<file path="src/hw/rtl/pscp_pkg.sv">
// Shared types and constants for the phase scan plateau center block.
`timescale 1ns / 1ps
`default_nettype none

package pscp_pkg;

    localparam int EFF_W   = 17;
    localparam int PHASE_W = 4;
    localparam int OUT_W   = 2;
    localparam int UNIT_W  = EFF_W + 1;

    localparam logic [EFF_W-1:0]   EFF_ONE    = 17'd65536;
    localparam logic [PHASE_W-1:0] NONE_PHASE = 4'd15;

    localparam logic [PHASE_W-1:0] DEFAULT_PHASE_RST = 4'd10;
    localparam logic [PHASE_W-1:0] PHASE_SHIFT_RST   = 4'd4;

    // configuration register indexes
    localparam logic CFG_DEFAULT_PHASE = 1'b0;
    localparam logic CFG_PHASE_SHIFT   = 1'b1;

    // outcome codes
    localparam logic [OUT_W-1:0] OUT_CENTER  = 2'd0;
    localparam logic [OUT_W-1:0] OUT_DEFAULT = 2'd1;
    localparam logic [OUT_W-1:0] OUT_MIN     = 2'd2;
    localparam logic [OUT_W-1:0] OUT_MAX     = 2'd3;

    typedef struct packed {
        logic [EFF_W-1:0] a;
        logic [EFF_W-1:0] b;
        logic             sub;
        logic             cin;
    } unit_req_t;

    typedef struct packed {
        logic [UNIT_W-1:0] sum;
        logic              lt;
        logic              eq;
    } unit_rsp_t;

endpackage

`default_nettype wire

</file>
<file path="src/hw/rtl/phase_scan_plateau_center.sv">
// Top level: phase scan sequencer, scan state and result register.
`timescale 1ns / 1ps
`default_nettype none

// Takes one efficiency word per phase, phases 0 to NUM_PHASES-1 in order, and after the
// last phase of a scan delivers one result word (best_phase, outcome); then a new scan
// starts. Value compares and most decision arithmetic share one adder/comparator under a
// sequencer, so an item of a running scan passes accept, max, min, 1.0 compare and index
// step before the next acceptance, and an item that arrives after the plateau has closed
// passes only accept and index step. The last phase adds the decision steps bgt, mlt,
// sum, dif, wid, ctr and fin. A result waits in the output register while the next scan
// is taken; the decision of the following scan holds only if that register is still full.
module phase_scan_plateau_center #(
    parameter int NUM_PHASES = 15
) (
    input  wire                            clk,
    input  wire                            rst_n,
    input  wire                            cfg_write,
    input  wire                            cfg_index,
    input  wire [pscp_pkg::PHASE_W-1:0]    cfg_data,
    input  wire                            in_valid,
    output logic                           in_stall,
    input  wire [pscp_pkg::EFF_W-1:0]      efficiency,
    output logic                           out_valid,
    input  wire                            out_stall,
    output logic [pscp_pkg::PHASE_W-1:0]   best_phase,
    output logic [pscp_pkg::OUT_W-1:0]     outcome
);
    import pscp_pkg::*;

    localparam logic [PHASE_W-1:0] LAST_IDX = PHASE_W'(NUM_PHASES - 1);
    localparam logic [PHASE_W:0]   NUM_EXT  = (PHASE_W + 1)'(NUM_PHASES);

    typedef enum logic [11:0] {
        ST_IDLE = 12'b0000_0000_0001,
        ST_MAX  = 12'b0000_0000_0010,
        ST_MIN  = 12'b0000_0000_0100,
        ST_ONE  = 12'b0000_0000_1000,
        ST_CNT  = 12'b0000_0001_0000,
        ST_BGT  = 12'b0000_0010_0000,
        ST_MLT  = 12'b0000_0100_0000,
        ST_SUM  = 12'b0000_1000_0000,
        ST_DIF  = 12'b0001_0000_0000,
        ST_WID  = 12'b0010_0000_0000,
        ST_CTR  = 12'b0100_0000_0000,
        ST_FIN  = 12'b1000_0000_0000
    } state_t;

    state_t state_reg, state_next;

    logic [PHASE_W-1:0] default_phase_reg, phase_shift_reg;

    logic [PHASE_W-1:0] phase_index_reg, phase_index_next;
    logic               scan_stopped_reg, scan_stopped_next;
    logic               dip_seen_reg, dip_seen_next;
    logic [EFF_W-1:0]   max_value_reg, max_value_next;
    logic [PHASE_W-1:0] max_phase_reg, max_phase_next;
    logic [EFF_W-1:0]   min_value_reg, min_value_next;
    logic [PHASE_W-1:0] min_phase_reg, min_phase_next;
    logic [PHASE_W-1:0] plateau_start_reg, plateau_start_next;
    logic [PHASE_W-1:0] plateau_end_reg, plateau_end_next;
    logic [EFF_W-1:0]   previous_value_reg, previous_value_next;
    logic [EFF_W-1:0]   before_value_reg, before_value_next;
    logic [EFF_W-1:0]   after_value_reg, after_value_next;

    logic [EFF_W-1:0]   eff_reg, eff_next;

    // decision scratch
    logic               bgt_reg, bgt_next;
    logic               mlt_reg, mlt_next;
    logic [PHASE_W:0]   sum_reg, sum_next;
    logic [PHASE_W-1:0] diff_reg, diff_next;
    logic [PHASE_W-1:0] width_reg, width_next;
    logic [PHASE_W-1:0] center_reg, center_next;

    logic               out_valid_reg, out_valid_next;
    logic [PHASE_W-1:0] best_phase_reg, best_phase_next;
    logic [OUT_W-1:0]   outcome_reg, outcome_next;

    unit_req_t req;
    unit_rsp_t rsp;

    pscp_alu u_alu (
        .req (req),
        .rsp (rsp)
    );

    assign in_stall   = (state_reg != ST_IDLE);
    assign out_valid  = out_valid_reg;
    assign best_phase = best_phase_reg;
    assign outcome    = outcome_reg;

    always_comb
    begin
        req.a   = '0;
        req.b   = '0;
        req.sub = 1'b1;
        req.cin = 1'b0;
        unique case (state_reg)
            ST_MAX:
            begin
                req.a = eff_reg;
                req.b = max_value_reg;
            end
            ST_MIN:
            begin
                req.a = eff_reg;
                req.b = min_value_reg;
            end
            ST_ONE:
            begin
                req.a = eff_reg;
                req.b = EFF_ONE;
            end
            ST_BGT:
            begin
                req.a = after_value_reg;
                req.b = before_value_reg;
            end
            ST_MLT:
            begin
                req.a = max_value_reg;
                req.b = EFF_ONE;
            end
            ST_SUM:
            begin
                req.a   = EFF_W'(min_phase_reg);
                req.b   = EFF_W'(phase_shift_reg);
                req.sub = 1'b0;
            end
            ST_DIF:
            begin
                req.a = EFF_W'(min_phase_reg);
                req.b = EFF_W'(phase_shift_reg);
            end
            ST_WID:
            begin
                req.a = EFF_W'(plateau_end_reg);
                req.b = EFF_W'(plateau_start_reg);
            end
            ST_CTR:
            begin
                // an even phase count (odd width_reg) rounds up unless the left neighbor is the better one
                req.a   = EFF_W'(plateau_start_reg);
                req.b   = EFF_W'(width_reg >> 1);
                req.sub = 1'b0;
                req.cin = width_reg[0] & ~bgt_reg;
            end
            default:
            begin
            end
        endcase
    end

    always_comb
    begin
        state_next          = state_reg;
        phase_index_next    = phase_index_reg;
        scan_stopped_next   = scan_stopped_reg;
        dip_seen_next       = dip_seen_reg;
        max_value_next      = max_value_reg;
        max_phase_next      = max_phase_reg;
        min_value_next      = min_value_reg;
        min_phase_next      = min_phase_reg;
        plateau_start_next  = plateau_start_reg;
        plateau_end_next    = plateau_end_reg;
        previous_value_next = previous_value_reg;
        before_value_next   = before_value_reg;
        after_value_next    = after_value_reg;
        eff_next            = eff_reg;
        bgt_next            = bgt_reg;
        mlt_next            = mlt_reg;
        sum_next            = sum_reg;
        diff_next           = diff_reg;
        width_next          = width_reg;
        center_next         = center_reg;
        out_valid_next      = out_valid_reg & out_stall;
        best_phase_next     = best_phase_reg;
        outcome_next        = outcome_reg;

        unique case (state_reg)
            ST_IDLE:
            begin
                if (in_valid)
                begin
                    eff_next   = efficiency;
                    state_next = scan_stopped_reg ? ST_CNT : ST_MAX;
                end
            end
            ST_MAX:
            begin
                if (max_phase_reg == NONE_PHASE || (!rsp.lt && !rsp.eq))
                begin
                    max_value_next = eff_reg;
                    max_phase_next = phase_index_reg;
                end
                state_next = ST_MIN;
            end
            ST_MIN:
            begin
                if (rsp.lt)
                begin
                    min_value_next = eff_reg;
                    min_phase_next = phase_index_reg;
                end
                state_next = ST_ONE;
            end
            ST_ONE:
            begin
                if (!dip_seen_reg)
                begin
                    if (rsp.lt)
                        dip_seen_next = 1'b1;
                end
                else
                begin
                    if (plateau_start_reg == NONE_PHASE && rsp.eq)
                    begin
                        plateau_start_next = phase_index_reg;
                        before_value_next  = previous_value_reg;
                    end
                    if (plateau_start_reg != NONE_PHASE && plateau_end_reg == NONE_PHASE
                        && rsp.lt)
                    begin
                        plateau_end_next  = phase_index_reg - PHASE_W'(1);
                        after_value_next  = eff_reg;
                        scan_stopped_next = 1'b1;
                    end
                end
                previous_value_next = eff_reg;
                state_next          = ST_CNT;
            end
            ST_CNT:
            begin
                if (phase_index_reg < LAST_IDX)
                begin
                    phase_index_next = phase_index_reg + PHASE_W'(1);
                    state_next       = ST_IDLE;
                end
                else
                begin
                    state_next = ST_BGT;
                end
            end
            ST_BGT:
            begin
                bgt_next   = rsp.lt;
                state_next = ST_MLT;
            end
            ST_MLT:
            begin
                mlt_next   = rsp.lt;
                state_next = ST_SUM;
            end
            ST_SUM:
            begin
                sum_next   = rsp.sum[PHASE_W:0];
                state_next = ST_DIF;
            end
            ST_DIF:
            begin
                diff_next  = rsp.sum[PHASE_W-1:0];
                state_next = ST_WID;
            end
            ST_WID:
            begin
                width_next = rsp.sum[PHASE_W-1:0];
                state_next = ST_CTR;
            end
            ST_CTR:
            begin
                center_next = rsp.sum[PHASE_W-1:0];
                state_next  = ST_FIN;
            end
            ST_FIN:
            begin
                // hold while the previous result word is still waiting
                if (!(out_valid_reg && out_stall))
                begin
                    out_valid_next = 1'b1;
                    if (!dip_seen_reg)
                    begin
                        best_phase_next = default_phase_reg;
                        outcome_next    = OUT_DEFAULT;
                    end
                    else if (plateau_end_reg == NONE_PHASE)
                    begin
                        best_phase_next = (sum_reg < NUM_EXT) ? sum_reg[PHASE_W-1:0] : diff_reg;
                        outcome_next    = OUT_MIN;
                    end
                    else if (mlt_reg)
                    begin
                        best_phase_next = max_phase_reg;
                        outcome_next    = OUT_MAX;
                    end
                    else
                    begin
                        best_phase_next = center_reg;
                        outcome_next    = OUT_CENTER;
                    end
                    phase_index_next    = '0;
                    scan_stopped_next   = 1'b0;
                    dip_seen_next       = 1'b0;
                    max_value_next      = '0;
                    max_phase_next      = NONE_PHASE;
                    min_value_next      = EFF_ONE;
                    min_phase_next      = NONE_PHASE;
                    plateau_start_next  = NONE_PHASE;
                    plateau_end_next    = NONE_PHASE;
                    previous_value_next = '0;
                    before_value_next   = '0;
                    after_value_next    = '0;
                    state_next          = ST_IDLE;
                end
            end
            default:
            begin
                state_next = ST_IDLE;
            end
        endcase
    end

    always_ff @(posedge clk or negedge rst_n)
    begin
        if (!rst_n)
        begin
            state_reg          <= ST_IDLE;
            default_phase_reg  <= DEFAULT_PHASE_RST;
            phase_shift_reg    <= PHASE_SHIFT_RST;
            phase_index_reg    <= '0;
            scan_stopped_reg   <= 1'b0;
            dip_seen_reg       <= 1'b0;
            max_value_reg      <= '0;
            max_phase_reg      <= NONE_PHASE;
            min_value_reg      <= EFF_ONE;
            min_phase_reg      <= NONE_PHASE;
            plateau_start_reg  <= NONE_PHASE;
            plateau_end_reg    <= NONE_PHASE;
            previous_value_reg <= '0;
            before_value_reg   <= '0;
            after_value_reg    <= '0;
            out_valid_reg      <= 1'b0;
        end
        else
        begin
            state_reg          <= state_next;
            phase_index_reg    <= phase_index_next;
            scan_stopped_reg   <= scan_stopped_next;
            dip_seen_reg       <= dip_seen_next;
            max_value_reg      <= max_value_next;
            max_phase_reg      <= max_phase_next;
            min_value_reg      <= min_value_next;
            min_phase_reg      <= min_phase_next;
            plateau_start_reg  <= plateau_start_next;
            plateau_end_reg    <= plateau_end_next;
            previous_value_reg <= previous_value_next;
            before_value_reg   <= before_value_next;
            after_value_reg    <= after_value_next;
            out_valid_reg      <= out_valid_next;
            if (cfg_write)
            begin
                unique case (cfg_index)
                    CFG_DEFAULT_PHASE: default_phase_reg <= cfg_data;
                    CFG_PHASE_SHIFT:   phase_shift_reg   <= cfg_data;
                    default:
                    begin
                    end
                endcase
            end
        end
    end

    // payload and scratch, no reset needed
    always_ff @(posedge clk)
    begin
        eff_reg        <= eff_next;
        bgt_reg        <= bgt_next;
        mlt_reg        <= mlt_next;
        sum_reg        <= sum_next;
        diff_reg       <= diff_next;
        width_reg      <= width_next;
        center_reg     <= center_next;
        best_phase_reg <= best_phase_next;
        outcome_reg    <= outcome_next;
    end

endmodule

`default_nettype wire

</file>
<file path="src/hw/rtl/pscp_alu.sv">
// Shared add/subtract/compare unit used by the scan sequencer.
`timescale 1ns / 1ps
`default_nettype none

module pscp_alu (
    input  wire pscp_pkg::unit_req_t req,
    output pscp_pkg::unit_rsp_t      rsp
);
    import pscp_pkg::*;

    logic [EFF_W-1:0] b_eff;
    logic             c_eff;

    assign b_eff = req.sub ? ~req.b : req.b;
    assign c_eff = req.sub ? 1'b1 : req.cin;

    always_comb
    begin
        rsp.sum = {1'b0, req.a} + {1'b0, b_eff} + {{(UNIT_W-1){1'b0}}, c_eff};
        // no carry out of a subtract means a borrow
        rsp.lt  = req.sub & ~rsp.sum[UNIT_W-1];
        rsp.eq  = req.sub & (rsp.sum[EFF_W-1:0] == '0);
    end

endmodule

`default_nettype wire
</file>
<file path="config.mk">
export PLATFORM = sky130hd
export DESIGN_NAME = phase_scan_plateau_center
export DESIGN_NICKNAME = d
export VERILOG_FILES = /design/src/hw/rtl/pscp_pkg.sv /design/src/hw/rtl/phase_scan_plateau_center.sv /design/src/hw/rtl/pscp_alu.sv
export SDC_FILE = /design/constraint.sdc
export NUM_CORES = 1
export LEC_CHECK = 0
export BUFFER_PORTS_ARGS = -buffer_cell sky130_fd_sc_hd__buf_4
export CORE_UTILIZATION = 29
export DETAILED_ROUTE_END_ITERATION = 10
export GPL_TIMING_DRIVEN = 1
export SETUP_SLACK_MARGIN = 0.3
export SLEW_MARGIN = 5
export SYNTH_ARGS = -nofsm -noshare
export SYNTH_HDL_FRONTEND = slang
export SYNTH_HIERARCHICAL = 1
export SYNTH_SLANG_ARGS = --single-unit
</file>
<file path="constraint.sdc">
create_clock -name clk -period 7.3 [get_ports clk]
set_input_delay 1.46 -clock clk [delete_from_list [all_inputs] [get_ports clk]]
set_output_delay 1.46 -clock clk [all_outputs]
set_load 0.05 [all_outputs]
</file>
==> results.md, run 1 <==
- Vias: 6837
- HPWL Detailed: 16.2 mm
- Overall Global Routing Usage: 15.8%
- Least-Margin Pin Slew: 0.919 ns
- Unrepaired setup endpoints after global routing: no
- Cell Area, Placed: 9720 sq um
- Critical Path AT: 6.68 ns
- Die ar.: 31800 sq um
- # rows: 64
- Pwr per Cell Area: 381 nW/um^2
- CP Class: reg -> reg
- Vias in the first global route: 6850
- CTS tree: yes
- Hold-fix buffers, CTS: 0
- DRC: 0
- Remaining global-route overflow: 0
- CTS H-Tree Depth: 4
- CTS Sinks: 170
- Post-Syn Nets: 912
- Root Driver: clkbuf_16
- Gp weighted congestion: 0.914
- Fin Hold WS: 0.489 ns
- Initial antenna violation count: 0
- Reg2Reg Setup Slack: 0.98 ns
- Outcome: finished clean
- WL/cell: 18.3 microns
- Setup Fix Bufs, Post-CTS: 0
- Fillers: 3096
- Busiest grt layer: met2
- TritonRoute pass-1 iters: 5
- Final non-filler cell total: 1294
- Gate Count Post-Synth: 865
- Crit path time final: 6.32 ns
- Total Nets Final: 932
- Crit start category: flip-flop
- Worst vdd ir: 0.246 mV
- M1 GR Usage: 20.5%
- P_leak: 4.68 nW
- Core ar.: 30600 sq um
- Via/cell ratio: 5.28
- # IOs: 35
- Critical Path Fanout Max: 21
- Final setup skew: 0.0166 ns
- CTS clk-pin slew, worst paths: 0.07 ns
- Max frequency: 158 MHz
- Post-Syn Area: 9020 sq um
- Relative max-transition margin: 38.8%
- Placed cell count: 1262
- Total wire length: 23.6 mm
- Fin crit share: 86.6%
- Worst-case clock buffer depth: 2
- Final hold violations: 0
- Post-CTS sizing: 0
- # diodes: 0
- Setup TNS: 0 ns
- Synth-to-Final Area Change: 14.4%
- Yosys warnings: 6
- Max-cap violations: 0
- TritonCTS buffer count: 17
- Routed Antenna Nets: 0
- Die Width: 178 microns
- Initial drt markers: 483
- Met3 usage: 4.01%
- Data required, critical path: 7.66 ns
- Max Transition Viols Final: 0
- Mean Syn Cell Area: 10.4 sq um
- Largest net degree at the start of global routing: 73
- Worst-Skew Late Latency: 0.44 ns
- First-pass GRT wire length: 38.3 mm
- Die Ht: 178 microns
- Worst hold path class: reg -> reg
- Kind of end point of the critical path: flip-flop
- Port Buffers: 34
- Design area: 10300 sq um
- Setup violations, final: 0
- Met2 Use GR: 25.4%
- Share of layout cells above drive strength 1: 16.7%
- Initial Utilization: 29.5%
-- placed cells by master, fill, tap and decap left out, types with 6 or more instances in the layout --
cell       count
a211o_1        6
a21o_1        30
a21oi_1       32
a22o_1        56
buf_4         59
clkbuf_16     17
dfrtp_1      107
dfstp_2       21
edfxtp_1      42
ha_1          18
inv_1         20
mux2_2        13
mux2i_1       39
nand2_1      122
nand2b_1       6
nand3_1       32
nand4_1        8
nor2_1        42
nor2b_1        7
nor3_1        16
nor4_1         6
o211ai_1      20
o21ai_0       29
o22ai_1        6
xnor2_1        9
xor2_1        24
-- per-stage QoR --
stage	power [mW]	utilization [%]	setup slack, ns
2_1_floorplan	2.56	-	0.633
3_3_place_gp	3.00	31.8	1.27
3_5_place_dp	3.03	31.8	1.08
4_1_cts	3.97	33.7	1.02
5_1_grt	4.20	33.7	0.622
6_report	3.94	33.7	0.982
-- worst max-delay path: stages (launching register included) --
cell and delay, ns:
dfrtp_1 0.49, or4_1 0.77, nor4_1 0.66, a22o_1 0.22, a211o_1 0.09, inv_1 0.05, fa_1 0.46, fa_1 0.43
nand2b_2 0.21, a211oi_1 0.33, o31ai_1 0.14, o211ai_1 0.22, xor2_1 0.09, nor4_1 0.25, or4b_1 0.48, nor4_2 0.27
nor2_1 0.09, a41oi_1 0.26, o21a_4 0.35, mux2_2 0.37
-- path summary, 6_finish.rpt --
check | start | endpoint | depth (start not counted)
max reg2reg | state_reg[3] | max_phase_reg[3] | 19
min | min_value_reg[10] | min_value_reg[10] | 2
min in group asynchronous | rst_n | out_valid | 1
min reg2reg | min_value_reg[10] | min_value_reg[10] | 2
max in group asynchronous | rst_n | max_value_reg[11] | 2
max | state_reg[3] | max_phase_reg[3] | 19
-- cell type report --
class | count | area, sq um | area share, %
clock buffer | 18 | 429 | 4.16
multi-input combinational | 615 | 4190 | 40.6
tap | 396 | 495 | 4.80
sequential | 170 | 4490 | 43.5
clock inverter | 14 | 169 | 1.64
inverter | 21 | 78.8 | 0.764
timing repair buffer | 60 | 463 | 4.49
-- power by group --
group / internal (mW) / switching [mW]
sequential: 1.24 / 0.174
combinational: 0.645 / 0.949
clock: 0.540 / 0.383
total: 2.43 / 1.51
-- routing by layer --
layer	wire (microns)	vias to the layer above
li1	-	3227
met1	10600	3361
met2	11000	221
met3	1570	28
met4	502	0
met5	0	-
Note: power is estimated with default switching activity, not from simulation.
==> inputs of run 2 (changes only) <==
==> constraint.sdc (replaced) <==
create_clock -name clk -period 5.73 [get_ports clk]
set_input_delay 1.146 -clock clk [delete_from_list [all_inputs] [get_ports clk]]
set_output_delay 1.146 -clock clk [all_outputs]
set_load 0.05 [all_outputs]
==> run 2 against run 1 <==
  * Final area rose by 6.5%
  * Sequential power up 27%
  * Count of clock-buffer cells in the layout up 6
  * First-iteration DRC count grew 12%
  * Non-clock buffer count grew 41
==> results.md, run 2 (same netlist as run 1, synthesis figures left out) <==
- Initial drt markers: 541 (was 483)
- Vias: 7139 (was 6837)
- Total Nets Final: 973 (was 932)
- Remaining global-route overflow: 0 (unchanged)
- Overall Global Routing Usage: 16.3% (was 15.8%)
- Relative max-transition margin: 25.0% (was 38.8%)
- CTS Sinks: 170 (unchanged)
- Most common cell after layout, fill and taps aside: nand2_1 (unchanged)
- # diodes: 0 (unchanged)
- First-pass GRT wire length: 39.5 mm (was 38.3 mm)
- TritonRoute pass-1 iters: 5 (unchanged)
- Fin crit share: 92.6% (was 86.6%)
- Worst setup margin: 0.423 ns (was 0.982 ns)
- Max-cap violations: 0 (unchanged)
- Fin Hold WS: 0.489 ns (about the same)
- Gp weighted congestion: 0.915 (was 0.914)
- Critical Path AT: 5.67 ns (was 6.68 ns)
- Max frequency: 188 MHz (was 158 MHz)
- Crit path time final: 5.31 ns (was 6.32 ns)
- Final hold violations: 0 (unchanged)
- P_leak: 4.98 nW (was 4.68 nW)
- Via/cell ratio: 5.35 (was 5.28)
- Die Ht: 178 microns (unchanged)
- WL/cell: 18.6 microns (was 18.3 microns)
- Pwr per Cell Area: 488 nW/um^2 (was 381 nW/um^2)
- Final setup skew: 0.0123 ns (was 0.0166 ns)
- Data required, critical path: 6.09 ns (was 7.66 ns)
- Initial Utilization: 29.5% (unchanged)
- # IOs: 35 (unchanged)
- Worst vdd ir: 0.239 mV (was 0.246 mV)
- Hold-fix buffers, CTS: 0 (unchanged)
- Least-Margin Pin Slew: 1.12 ns (was 0.919 ns)
- Largest net degree at the start of global routing: 73 (unchanged)
- DRC: 0 (unchanged)
- Setup violations, final: 0 (unchanged)
- Initial antenna violation count: 0 (unchanged)
- Die ar.: 31800 sq um (unchanged)
- CTS H-Tree Depth: 4 (unchanged)
- Routed Antenna Nets: 0 (unchanged)
- TritonCTS buffer count: 17 (unchanged)
- Fillers: 3032 (was 3096)
- Kind of end point of the critical path: flip-flop (unchanged)
- Commonest cells after routing, fill and taps aside: nand2_1, dfrtp_1, buf_4, a22o_1, edfxtp_1 (was nand2_1, dfrtp_1, buf_4, a22o_1)
- Unrepaired setup endpoints after global routing: yes (was no)
- Critical Path Fanout Max: 8 (was 21)
- Core ar.: 30600 sq um (unchanged)
- Crit start category: flip-flop (unchanged)
- FF+latch area: 4490 sq um (about the same)
- Max Transition Viols Final: 0 (unchanged)
- Area of the multi-input gates: 4470 sq um (was 4190 sq um)
- Outcome: finished clean (unchanged)
- Worst-case clock buffer depth: 2 (unchanged)
- Root Driver: clkbuf_16 (unchanged)
- Total wire length: 24.8 mm (was 23.6 mm)
- Pre-CTS setup slack: 0.0894 ns (was 1.08 ns)
- CP Class: reg -> reg (unchanged)
- HPWL Detailed: 16.8 mm (was 16.2 mm)
- Synth-to-Final Area Change: 21.9% (was 14.4%)
- # rows: 64 (unchanged)
- Port Buffers: 34 (unchanged)
- Vias in the first global route: 6991 (was 6850)
- Final core occ: 35.9% (was 33.7%)
- CTS clk-pin slew, worst paths: 0.07 ns (about the same)
- Worst hold path class: reg -> reg (unchanged)
- CTS tree: yes (unchanged)
- Worst-Skew Late Latency: 0.43 ns (was 0.44 ns)
- Die Width: 178 microns (unchanged)
- Share of layout cells above drive strength 1: 24.4% (was 16.7%)
run 2: layout make-up:
class,instances,share of cell area [%]
Tap cell,396,4.51
Inverter,21,0.717
Sequential cell,170,40.9
Multi-Input combinational cell,615,40.6
Clock buffer,24,4.58
Timing Repair Buffer,101,7.68
Clock inverter,8,0.979
run 2: what timing repair did:
action | in CTS | in global routing
cloned | 0 | 1
pin swaps | 3 | 14
gates resized for setup | 9 | 50
endpoints found under the setup margin | 40 | 55
buffers inserted | 3 | 12
run 2: path summary, 6_finish.rpt:
path | from | end | slack, ns | cells past startpoint
min | min_value_reg[6] | min_value_reg[6] | 0.49 | 2
max reg2reg | state_reg[7] | max_phase_reg[1] | 0.42 | 20
min reg2reg | min_value_reg[6] | min_value_reg[6] | 0.49 | 2
max in group asynchronous | rst_n | state_reg[6] | 4.10 | 2
max | state_reg[7] | max_phase_reg[1] | 0.42 | 20
min in group asynchronous | rst_n | state_reg[8] | 0.62 | 1
run 2: critical path, cell delays in order (launching register included):
cell	delay (ns)
dfrtp_1	0.47
or4_4	0.58
nor4_4	0.33
buf_6	0.16
a22o_1	0.14
a211o_1	0.14
inv_2	0.05
fa_2	0.36
fa_2	0.37
nand2b_4	0.17
a211oi_4	0.28
o31ai_4	0.13
a21oi_2	0.13
nand4_1	0.12
nor4_2	0.27
or4b_4	0.50
nor4_4	0.17
nor2_1	0.08
a41oi_2	0.20
o21a_4	0.27
mux2_4	0.31
run 2: through the flow:
| step | instances | setup TNS (ns) | area [sq um] | power, mW |
|---|---|---|---|---|
| 2_1_floorplan | 865 | -0.183 | 9120 | 3.30 |
| 3_5_place_dp | 1287 | 0 | 10000 | 3.93 |
| 4_1_cts | 1322 | 0 | 10700 | 5.17 |
| 6_report | 1335 | 0 | 11000 | 5.36 |
| 3_3_place_gp | 1287 | 0 | 10000 | 3.91 |
| 5_1_grt | 1335 | 0 | 11000 | 5.70 |
run 2: layer usage:
layer | track usage [%] | wire length [microns] | vias up
li1 | - | - | 3298
met1 | 21.8 | 11100 | 3569
met5 | 0 | 0 | -
met2 | 26.0 | 11600 | 235
met3 | 3.24 | 1460 | 37
met4 | 6.21 | 612 | 0
run 2: power breakdown:
part	total (mW)	switching (mW)	internal, mW
Combinational	2.36	1.35	1.01
Clock	1.20	0.493	0.708
Sequential	1.80	0.217	1.59
